File: config.mk
export PLATFORM = sky130hd
export DESIGN_NAME = htlp_hash
export DESIGN_NICKNAME = d
export VERILOG_FILES = /design/src/design/htlp_pkg.sv /design/src/design/htlp_hash.sv
export SDC_FILE = /design/constraint.sdc
export NUM_CORES = 1
export LEC_CHECK = 0
export ABC_CLOCK_PERIOD_IN_PS = 21800
export BUFFER_PORTS_ARGS = -buffer_cell sky130_fd_sc_hd__clkbuf_2
export CAP_MARGIN = 0
export CELL_PAD_IN_SITES_DETAIL_PLACEMENT = 1
export CELL_PAD_IN_SITES_GLOBAL_PLACEMENT = 1
export CORE_UTILIZATION = 51
export CTS_CLUSTER_SIZE = 40
export DETAILED_ROUTE_END_ITERATION = 12
export PLACE_DENSITY_LB_ADDON = 0.1
export SETUP_SLACK_MARGIN = 0.05
export SLEW_MARGIN = 5
export SYNTH_ARGS = -nofsm -noshare
export SYNTH_HDL_FRONTEND = slang
export SYNTH_SLANG_ARGS = --single-unit
File: constraint.sdc
create_clock -name clk -period 21.8 [get_ports clk]
set_input_delay 4.36 -clock clk [delete_from_list [all_inputs] [get_ports clk]]
set_output_delay 4.36 -clock clk [all_outputs]
set_load 0.05 [all_outputs]
File: src/design/htlp_pkg.sv
// ----------------------------------------------------------------------------
// htlp_pkg
// shared constants and types for the linear probing hash table
// ----------------------------------------------------------------------------
package htlp_pkg;

  localparam int TableDepth  = 256;
  localparam int SlotBits    = 8;
  localparam int CapBits     = 9;
  localparam int KeyBits     = 64;
  localparam int LenBits     = 4;
  localparam int OffsetBits  = 40;
  localparam int StatusBits  = 3;
  localparam int HashBits    = 32;
  localparam int EntryBits   = KeyBits + LenBits + OffsetBits;

  localparam logic [HashBits-1:0] DjbSeed = 32'd5381;
  localparam logic [LenBits-1:0]  MaxKeyBytes = 4'd8;
  localparam logic [CapBits-1:0]  CapReset = 9'd256;

  localparam logic [StatusBits-1:0] ST_INSERTED = 3'd0;
  localparam logic [StatusBits-1:0] ST_UPDATED  = 3'd1;
  localparam logic [StatusBits-1:0] ST_HIT      = 3'd2;
  localparam logic [StatusBits-1:0] ST_MISS     = 3'd3;
  localparam logic [StatusBits-1:0] ST_FULL     = 3'd4;

  localparam logic ACT_PUT = 1'b0;
  localparam logic ACT_GET = 1'b1;

  typedef struct packed {
    logic [KeyBits-1:0]    key;
    logic [LenBits-1:0]    len;
    logic [OffsetBits-1:0] offset;
  } entry_t;

  typedef struct packed {
    logic                en;
    logic [SlotBits-1:0] addr;
    logic                occ_only;
    entry_t              data;
  } wr_req_t;

endpackage

File: src/design/htlp_hash.sv
// ----------------------------------------------------------------------------
// htlp_hash
// djb2 over the key, one byte a cycle, then modulo by the capacity
// through restoring division, one quotient bit a cycle
// ----------------------------------------------------------------------------
module htlp_hash (
  input  logic                       clk,
  input  logic                       rst,
  input  logic                       start,
  input  logic [htlp_pkg::KeyBits-1:0] key,
  input  logic [htlp_pkg::LenBits-1:0] len,
  input  logic [htlp_pkg::CapBits-1:0] cap,
  output logic                       done,
  output logic [htlp_pkg::SlotBits-1:0] home
);
  import htlp_pkg::*;

  localparam logic [1:0] S_IDLE = 2'd0;
  localparam logic [1:0] S_HASH = 2'd1;
  localparam logic [1:0] S_MOD  = 2'd2;

  logic [1:0]          state;
  logic [HashBits-1:0] h;
  logic [KeyBits-1:0]  kshift;
  logic [LenBits-1:0]  left;
  logic [CapBits-1:0]  rem;
  logic [5:0]          bitn;
  logic [CapBits:0]    trial;

  assign trial = {rem, h[HashBits-1]};

  always_ff @(posedge clk) begin
    if (rst) begin
      state <= S_IDLE;
      done  <= 1'b0;
    end else begin
      done <= 1'b0;
      unique case (state)
        S_IDLE: begin
          if (start) begin
            h      <= DjbSeed;
            kshift <= key;
            left   <= len;
            state  <= S_HASH;
          end
        end
        S_HASH: begin
          if (left == '0) begin
            rem   <= '0;
            bitn  <= 6'(HashBits);
            state <= S_MOD;
          end else begin
            h      <= (h << 5) + h + {24'd0, kshift[7:0]};
            kshift <= kshift >> 8;
            left   <= left - 1'b1;
          end
        end
        S_MOD: begin
          if (trial >= {1'b0, cap}) begin
            rem <= CapBits'(trial - {1'b0, cap});
          end else begin
            rem <= trial[CapBits-1:0];
          end
          h    <= h << 1;
          bitn <= bitn - 1'b1;
          if (bitn == 6'd1) begin
            done  <= 1'b1;
            state <= S_IDLE;
          end
        end
        default: state <= S_IDLE;
      endcase
    end
  end

  assign home = rem[SlotBits-1:0];

endmodule

# ---- Yosys cells after proc, flatten, opt, wreduce, memory -nomap -nowiden
# Index checks and enable logic that the tools add are counted.
dict set report totals {
  wordCells 51
  input_bits 80
  register_bits 118
}
dict set report classes {
  add_sub_neg 5
  magnitude_cmp 1
  n_eq_ne 7
  bitwise_logic 2
  muxes 19
  n_reduce_logical 10
}
# cell n
set op_table {}
lappend op_table {{two-way mux 64 bit} 2}
lappend op_table {{case mux 64 bit (2 select lines)} 1}
lappend op_table {{case mux 32 bit (3 select lines)} 1}
lappend op_table {{two-way mux 32 bit} 2}
lappend op_table {{adder 32 bit} 1}
lappend op_table {{adder 32 x 8 -> 32 bit} 1}
lappend op_table {{two-way mux 9 bit} 2}
lappend op_table {{case mux 9 bit (2 select lines)} 1}
lappend op_table {{case mux 6 bit (2 select lines)} 1}
lappend op_table {{>= comparator 10 x 9 -> 1 bit} 1}
lappend op_table {{subtractor 9 bit} 1}
lappend op_table {{two-way mux 4 bit} 2}
lappend op_table {{!= test 2 bit, second input constant} 4}
lappend op_table {{case mux 4 bit (2 select lines)} 1}
lappend op_table {{AND reduction 4 bit} 2}
lappend op_table {{equality test 6 x 1 -> 1 bit, second input constant} 1}
lappend op_table {{two-way mux 2 bit} 3}
lappend op_table {{two-way mux 6 bit} 1}
lappend op_table {{case mux 2 bit (3 select lines)} 1}
lappend op_table {{AND reduction 3 bit} 2}
lappend op_table {{subtractor 6 x 1 -> 6 bit, second input constant} 1}
lappend op_table {{logical NOT 4 bit} 1}
lappend op_table {{nonzero test 2 bit} 2}
lappend op_table {{subtractor 4 x 1 -> 4 bit, second input constant} 1}
lappend op_table {{other kinds (7)} 8}

# ---- Longest topological paths before layout
# Gate-level depths: netlist of the first run.
dict set report depth {
  ltp_word 4
  depth_mapped 12
  depth_no_buf 11
}

# ---- Worst setup path before layout of the first run
# OpenSTA, ideal clock, no wires.
dict set report synth_path {
  path_kind {input to register}
  start {input port start}
  end {register kshift[0], enable pin}
  t_required_ns 20.944
  t_arrival_ns 15.019
  cell_stages 2
  setup_time_ns 0.856
  n_path_buf 0
  path_slack_ns 5.926
  cell_sequence {nor2b_1 a2111oi_0}
}
dict set report synth_between {
  elab_chain_len 2
}
# element line
set synth_lines {}
lappend synth_lines {{start, declared} htlp_hash.sv:9} ;# input logic start,
lappend synth_lines {{!= test 2 bit (no line)} -}
lappend synth_lines {{AND reduction 4 bit (no line)} -}
lappend synth_lines {{end signal, assigned} htlp_hash.sv:42} ;# kshift <= key;
lappend synth_lines {{end signal, assigned} htlp_hash.sv:54} ;# kshift <= kshift >> 8;
lappend synth_lines {{end, declared} htlp_hash.sv:24} ;# logic [KeyBits-1:0] kshift;
# Every way passes these cells.
# A chain may end at the register's enable or synchronous reset.

# ---- Worst setup path after layout of the first run
dict set report layout_path {
  start {input port cap[2] (netlist bit)}
  end {register rem[1], data pin}
}
dict set report layout_between {
  elab_chain_len 3
}
# element line
set layout_lines {}
lappend layout_lines {{start, declared} htlp_hash.sv:12} ;# input logic [htlp_pkg::CapBits-1:0] cap,
lappend layout_lines {{>= comparator 10 x 9 -> 1 bit} htlp_hash.sv:59} ;# if (trial >= {1'b0, cap}) begin
lappend layout_lines {{two-way mux 9 bit} htlp_hash.sv:59}
lappend layout_lines {{case mux 9 bit (2 select lines)} htlp_hash.sv:38} ;# unique case (state)
lappend layout_lines {{end signal, assigned} htlp_hash.sv:60} ;# rem <= CapBits'(trial - {1'b0, cap});
lappend layout_lines {{end signal, assigned} htlp_hash.sv:62} ;# rem <= trial[CapBits-1:0];
lappend layout_lines {{end, declared} htlp_hash.sv:26} ;# logic [CapBits-1:0] rem;
# Every way passes these cells.

==> flow_summary.ini, run 1 <==
[drt]
final_antenna_net_count = 0
drt-initial-drc-count = 317
vias = 5668
drt_first_pass_iters = 4
vias_per_cell = 5.86
routed_wl_um = 19800
drc_errors = 0
wl_per_cell_um = 20.5

[finish]
drive_gt1_frac = 0.244
nets = 929
fill_cells = 1542
antennaDiodeCount = 0
layout_commonest_cell = edfxtp_1
area_growth_pct = 15.8
mostFrequentLayoutCells = edfxtp_1 (115), clkbuf_2 (88), ha_1 (73)

[worst_hold_path]
hp-start = kshift[15]$_DFFE_PP_
hp-class = reg -> reg

[setup_path]
critPathMaxStageDelay_ps = 410
r2r-start = h[1]$_DFFE_PP_
path_class = in -> reg
cp.arrival_ps = 6550
cp_slowest_cell = nand2_1
crit_path_end_kind = flip-flop
worstPathCellList = clkbuf_2, inv_1, ha_1, nor2b_1, o21ai_0, a21oi_1, o31ai_1, nand2_1, o211a_1
cp-startpoint = cap[2]
crit_path_max_fanout = 11
crit_family = compound AO/OA/AOI/OAI gates
required_ps = 21970
cp-start-kind = primary input
cp_num_buf_inv = 2

[timing]
setup_tns_ps = 0
rsz0062_at_grt = no
relSlewSlack = 0.414
setup_viol = 0
skew_ps = 10.5
hold_viol = 0
period_needed_ps = 6370
fmax_mhz = 157
setup_ws_ps = 15430
worstMarginPinSlew_ps = 879
slew_viol_final = 0
fin_crit_sh = 0.292

[die]
design.core.area_um2 = 14600
die_w_um = 125
num_rows = 44
die_area_um2 = 15500
die_h_um = 125
io_pins = 89
start_util = 0.525

[yosys]
yosysTopAreaCellShare = 0.451
syn_nets = 847
synth_area_leader_cell = edfxtp_1
netlist_area_um2 = 7660
ys_seq_area_frac = 0.459
yosys_warnings = 0
syn_area_per_cell_um2 = 11.1
ys_ff_latch = 118
synth_area_leaders = edfxtp_1 (45%), ha_1 (12%), mux2_2 (8.5%)
async_reset_ff_frac = 0
yosysUniqueCellTypes = 53
netlist_instances = 688
synthFlopType = edfxtp_1
synth_edf_count = 115

[clocking]
ctsHoldBuffers = 0
post_cts_resized = 0
postCtsSetupBuffers = 0
cts_tree = yes
htreeDepth = 4
clkLatencyLatePin_ps = 430
cts_buffer_depth = 2
clk_pin_slew_ps = 60
cts_made_buffers = 17
cts_sinks = 118
root_buffer = clkbuf_16

[place]
hpwl_um = 14300
port_buffers = 88
place_ws_ps = 15050
gp_congestion = 0.866

[pwr]
irDropWorstVdd_mv = 0.0747
p_leak_nw = 3.58
p_per_area_nw_per_um2 = 96.9

[flow_run]
cap_violations = 0

[grt]
grt_pass1_vias = 6242
grt_first_pass_wirelength_um = 32300
antenna_found_initial = 0
grt_max_degree = 76
grt_overflow = 0
track_usage = 0.270

[status]
outcome = finished clean
## synth_stat cells, types with 3 or more instances
master    count
nor2b_1      22
o31ai_1       4
nor2_1       44
mux2i_1       7
mux2_2       58
o211ai_1      4
edfxtp_1    115
nand4_1       6
nor3b_1       6
clkbuf_1     14
o21ai_0      41
inv_1        33
a31oi_1       6
nor3_1       11
a221o_1       5
a21oi_1      46
o21bai_1      6
xor2_1       23
and3_1        5
dfxtp_1       3
o21a_1        4
buf_4         8
fa_1          5
xnor2_1      15
ha_1         74
nand3_1      10
a211oi_1      7
and2_1        5
nand2_1      51
buf_1         7
a22oi_1       9
a21o_1        6
## stage by stage
stage	util	hold WS, ps	std cells	cell area [um2]	total power, W
finish	0.608	550	967	8870	0.000860
global route	0.608	561	967	8870	0.000903
CTS	0.608	553	967	8870	0.000866
detailed placement	0.566	533	935	8250	0.000564
global placement	0.566	520	935	8250	0.000550
floorplan	-	464	688	7660	0.000500
## worst register-to-register path, delay by kind of cell, from the launching register on
family | cells | cell delay, ps
AO/OA/AOI/OAI | 4 | 1200
adder cells (fa/ha/maj) | 3 | 1010
flip-flops | 1 | 450
multiplexers | 1 | 380
AND/OR/NAND/NOR | 2 | 420
## per-layer routing
layer	wire [um]	vias up	GRT usage
met2	10500	129	0.484
li1	-	2728	-
met4	610	0	0.117
met5	0	-	0
met3	819	40	0.0683
met1	7870	2771	0.300
## logic make-up after synthesis
kind of cell | Yosys count | synth area share
compound gates | 155 | 0.127
simple gates | 170 | 0.107
fa+ha+maj | 79 | 0.134
flops | 118 | 0.459
buf+inv | 63 | 0.0350
mux | 65 | 0.0944
xor+xnor | 38 | 0.0435
## where the power goes
group | internal (W) | switching, W
Combinational | 0.000104 | 0.000152
Clock | 0.000183 | 0.000115
Sequential | 0.000289 | 0.0000174
## final timing paths
| kind | slack, ps | end | cells past startpoint |
|---|---|---|---|
| worst min-delay path | 550 | kshift[7]$_DFFE_PP_ | 1 |
| worst max-delay path | 15430 | rem[1]$_SDFFCE_PP0P_ | 9 |
| worst max register to register | 18170 | h[31]$_DFFE_PP_ | 10 |
| worst min register to register | 550 | kshift[7]$_DFFE_PP_ | 1 |
## registers in the layout, summed over array words and instances, names as in the netlist
register  count
done          1
kshift       64
rem           9
left          4
bitn          6
state         2
h            32
## area by class of cell
class / count / area, um2 / area share
timing repair buffer: 93 / 478 / 0.0539
multi-input combinational: 507 / 3910 / 0.440
inverter: 33 / 124 / 0.0140
clock inverter: 15 / 193 / 0.0217
tap: 184 / 230 / 0.0260
sequential: 118 / 3510 / 0.396
clock buffer: 17 / 425 / 0.0480
(Power assumes the default switching activity.)
==> run 2, diff against run 1 <==
ABC_CLOCK_PERIOD_IN_PS = 6100   (was 21800)
CORE_UTILIZATION = 47   (was 51)
clock period = 6.1 ns   (was 21.8 ns; I/O delays follow)
==> run 2 against run 1 <==
Compared with the run above:
- sequential share of layout area is 0.078 points lower
- non-clock buffer count grew 1
- clock-buffer cell count is the same
- critical endpoint is now h[17]$_DFFE_PP_
- largest power group unchanged
==> flow_summary.ini, run 2 (same netlist as run 1, synthesis figures left out) <==
[pwr]
p_per_area_nw_per_um2 = 337
netSwitchingPower_w = 0.000989
swShare = 0.330
p_seq_frac = 0.362
irDropWorstVdd_mv = 0.236
intPower_w = 0.00201
power_w = 0.00300
clkPwrFrac = 0.331
p_leak_nw = 3.57
power_frac_comb = 0.308

[clocking]
cts_buffer_depth = 2
ctsHoldBuffers = 0
htreeDepth = 4
clkLatencyLatePin_ps = 430
cts_sinks = 118
post_cts_resized = 0
cts_tree = yes
root_buffer = clkbuf_16
postCtsSetupBuffers = 0
cts_made_buffers = 17
clk_pin_slew_ps = 60

[setup_path]
cp.arrival_ps = 3390
crit_path_max_fanout = 5
required_ps = 6240
ff2ff_path_depth = 10
cp-start-kind = flip-flop
crit_path_end_kind = flip-flop
path_class = reg -> reg

[drt]
wl_met2_um = 10000
drc_errors = 0
drt_first_pass_iters = 4
wl_met1_um = 7760
vias = 5605
final_antenna_net_count = 0
drt-initial-drc-count = 278
routed_wl_um = 19100
wl_met3_um = 965
top_layer_used = met4
wl_per_cell_um = 19.1
vias_per_cell = 5.61

[timing]
setup_viol = 0
skew_ps = 21.3
setup_tns_ps = 0
fmax_mhz = 307
fin_crit_sh = 0.534
hold_viol = 0
slew_viol_final = 0
worstMarginPinSlew_ps = 851
relSlewSlack = 0.433
rsz0062_at_grt = no
period_needed_ps = 3260

[place]
gp_congestion = 0.854
dp.cells = 968
dpl_cell_area_um2 = 8310
port_buffers = 88
hpwl_um = 13700

[finish]
fill_cells = 1732
drive_gt1_frac = 0.244
largest_register = kshift
final_cell_count_no_fill = 999
top_regs = kshift: 64 flops, h: 32 flops, rem: 9 flops
multiInputGateArea_um2 = 3920
ff_latch_area_um2 = 3510
layout_commonest_cell = edfxtp_1
area_growth_pct = 16.1
stdcell_area_um2 = 8890
antennaDiodeCount = 0
nets = 930
largest_reg_flops = 64
mostFrequentLayoutCells = edfxtp_1 (115), clkbuf_2 (88), ha_1 (73)

[status]
outcome = finished clean

[die]
design.core.area_um2 = 15900
die_h_um = 130
die_area_um2 = 16800
start_util = 0.482
num_rows = 46
io_pins = 89
die_w_um = 130

[grt]
track_usage = 0.242
grt_max_degree = 73
grt_first_pass_wirelength_um = 30700
grt_pass1_vias = 6105
grt_overflow = 0
antenna_found_initial = 0

[worst_hold_path]
min_path_cells = 2
hp-class = reg -> reg

[flow_run]
cap_violations = 0
[run 2: cell count changes in the layout (fill, tap and decap cells not counted), sizes merged]
cell and change:
inv -3, clkinv +3, bufinv -1, buf +1
[run 2: worst paths after layout]
check	from	to	slack (ps)
worst min-delay path	state[0]$_SDFFE_PP0P_	state[0]$_SDFFE_PP0P_	540
worst max-delay path	h[1]$_DFFE_PP_	h[17]$_DFFE_PP_	2840
worst max register to register	h[1]$_DFFE_PP_	h[17]$_DFFE_PP_	2840
worst min register to register	state[0]$_SDFFE_PP0P_	state[0]$_SDFFE_PP0P_	540
[run 2: critical path, cell delays in order (launching register included)]
cell and delay, ps:
edfxtp_1 440, ha_1 320, ha_1 240, fa_1 440
a211oi_1 350, o21ai_0 250, nand3_1 130, nand3_1 210
a31oi_1 330, xor2_1 170, o21ai_0 90
[run 2: per-layer routing]
layer  vias to the layer above  global-route usage
met2                       126               0.445
met5                         -                   0
met3                        28              0.0632
met4                         0              0.0951
met1                      2731               0.266
li1                       2720                   -
[run 2: cell type report]
type | count | share of cell area
clock buffers | 17 | 0.0479
well taps | 216 | 0.0304
repair buffers | 94 | 0.0546
flip-flops and latches | 118 | 0.395
inverters | 33 | 0.0139
multi-input cells | 507 | 0.441
clock inverters | 14 | 0.0169
[run 2: through the flow]
step                      worst slack, ps  hold WS (ps)   util
after global routing                 2560           559  0.560
after detailed placement             2580           533  0.523
after global placement               2730           520  0.523
after CTS                            2840           545  0.560
final                                2840           538  0.560
after floorplan                      75.5           464      -
[run 2: power by group through the flow]
| stage | sequential, W | combinational (W) | clock [W] |
|---|---|---|---|
| finish | 0.00108 | 0.000923 | 0.000991 |
| global route | 0.00109 | 0.00102 | 0.00104 |
| CTS | 0.00109 | 0.000930 | 0.00101 |
| detailed placement | 0.00110 | 0.000916 | 0 |
| global placement | 0.00110 | 0.000884 | 0 |
| floorplan | 0.00109 | 0.000688 | 0 |
==> run 3, diff against run 2 <==
ABC_CLOCK_PERIOD_IN_PS = 3100   (was 6100)
clock period = 3.1 ns   (was 6.1 ns; I/O delays follow)
==> run 3 against run 2 <==
Compared with the run above:
- total power grew 110%
- first-iteration DRC count grew 1.8%
- utilization grew 2.0 points
- sequential power grew 98%
- critical path depth grew 3
- register-to-register slack lost 2700 ps
- cell area grew 3.6%
- largest cell class unchanged
- largest power group unchanged
==> flow_summary.ini, run 3 (same netlist as run 1, synthesis figures left out) <==
[status]
outcome = finished clean

[drt]
routed_wl_um = 20200
vias = 5792
drc_errors = 0
drt-initial-drc-count = 283
final_antenna_net_count = 0
wl_per_cell_um = 19.9
vias_per_cell = 5.68
drt_first_pass_iters = 4

[die]
num_rows = 46
die_area_um2 = 16800
io_pins = 89
die_w_um = 130
design.core.area_um2 = 15900
start_util = 0.482
die_h_um = 130

[grt]
grt_max_degree = 65
antenna_found_initial = 0
grt_first_pass_wirelength_um = 32000
track_usage = 0.252
grt_overflow = 0
grt_pass1_vias = 6318

[flow_run]
cap_violations = 0

[timing]
skew_ps = 8.35
fin_crit_sh = 0.950
hold_ws_ps = 487
setup_viol = 0
relSlewSlack = 0.544
worstMarginPinSlew_ps = 683
fmax_mhz = 339
rsz0062_at_grt = yes
slew_viol_final = 0
period_needed_ps = 2950
hold_viol = 0
setup_ws_ps = 154

[pwr]
swShare = 0.338
irDropWorstVdd_mv = 0.475
netSwitchingPower_w = 0.00208
clkPwrFrac = 0.325
p_leak_nw = 3.68
p_seq_frac = 0.347
power_frac_comb = 0.328
p_per_area_nw_per_um2 = 670
intPower_w = 0.00409
power_w = 0.00617

[clocking]
clk_pin_slew_ps = 60
root_buffer = clkbuf_16
cts_made_buffers = 17
cts_tree = yes
cts_buffer_depth = 2
cts_sinks = 118
htreeDepth = 4
clkLatencyLatePin_ps = 420

[setup_path]
rrSetupSlack_ps = 150
crit_path_max_fanout = 4
cp.arrival_ps = 3110
required_ps = 3270
path_class = reg -> reg
cp-start-kind = flip-flop
crit_path_end_kind = flip-flop

[finish]
nets = 949
layout_commonest_cell = edfxtp_1
area_growth_pct = 20.2
top_regs = kshift: 64 flops, h: 32 flops, rem: 9 flops
final_util = 0.580
stdcell_area_um2 = 9210
largest_reg_flops = 64
drive_gt1_frac = 0.299
antennaDiodeCount = 0
largest_register = kshift
mostFrequentLayoutCells = edfxtp_1 (115), clkbuf_2 (88), ha_1 (68)

[place]
port_buffers = 88
hpwl_um = 14700
gp_congestion = 0.896
place_ws_ps = -42.7
dpl_cell_area_um2 = 8450

[worst_hold_path]
hp-class = in -> reg
-- run 3: changes by cell type in the layout (fill, tap and decap cells not counted), sizes merged --
cell,before,now
buf,6,25
clkinv,6,3
clkinvlp,2,4
inv,37,39
-- run 3: layer usage --
layer / vias to the layer above / share of wire / track usage
met5: - / 0 / 0
met4: 0 / 0.023 / 0.0937
met3: 37 / 0.049 / 0.0562
met2: 145 / 0.52 / 0.455
met1: 2853 / 0.40 / 0.292
li1: 2757 / - / -
-- run 3: layout make-up --
cell class | count | area (um2)
clock inverters | 15 | 168
flip-flops and latches | 118 | 3520
multi-input cells | 507 | 4070
repair buffers | 113 | 641
fillers | 1728 | 6680
inverters | 33 | 124
clock buffers | 17 | 425
well taps | 216 | 270
-- run 3: through the flow --
stage                     TNS, ps  cells
after detailed placement    -77.3    982
after CTS                       0   1014
after global placement          0    982
after floorplan            -46980    688
final                           0   1019
after global routing        -3.85   1019
-- run 3: worst paths after layout --
kind | start | endpoint | cells after the start
setup / recovery | h[0]$_DFFE_PP_ | h[30]$_DFFE_PP_ | 13
hold / removal | key[61] | kshift[61]$_SDFFCE_PP0P_ | 2
setup reg to reg | h[0]$_DFFE_PP_ | h[30]$_DFFE_PP_ | 13
hold reg to reg | state[0]$_SDFFE_PP0P_ | state[0]$_SDFFE_PP0P_ | 2
-- run 3: power by group through the flow --
stage / clock network, W / logic [W] / registers, W
2_1_floorplan: 0 / 0.00138 / 0.00213
3_3_place_gp: 0 / 0.00180 / 0.00216
3_5_place_dp: 0 / 0.00187 / 0.00217
4_1_cts: 0.00204 / 0.00190 / 0.00214
5_1_grt: 0.00208 / 0.00223 / 0.00216
6_report: 0.00201 / 0.00203 / 0.00214
-- run 3: worst max-delay path, cell delays in order, from the launching register on --
cell and delay [ps]:
edfxtp_1 360, inv_1 80, fa_1 530, inv_1 40, ha_1 300, buf_4 160
nand2_1 70, nor2_1 70, a21oi_4 230, o211ai_1 110, buf_4 170, a31oi_1 210
nor3_1 90, a221o_1 270
-- run 3: repair_timing --
| item | CTS | global route |
|---|---|---|
| pin swaps | 1 | 10 |
| hold buffers | 0 | 0 |
| buffers inserted | 0 | 5 |
| hold endpoints to repair | 0 | 0 |
| setup endpoints to repair | 12 | 19 |
| gates resized for setup | 2 | 32 |
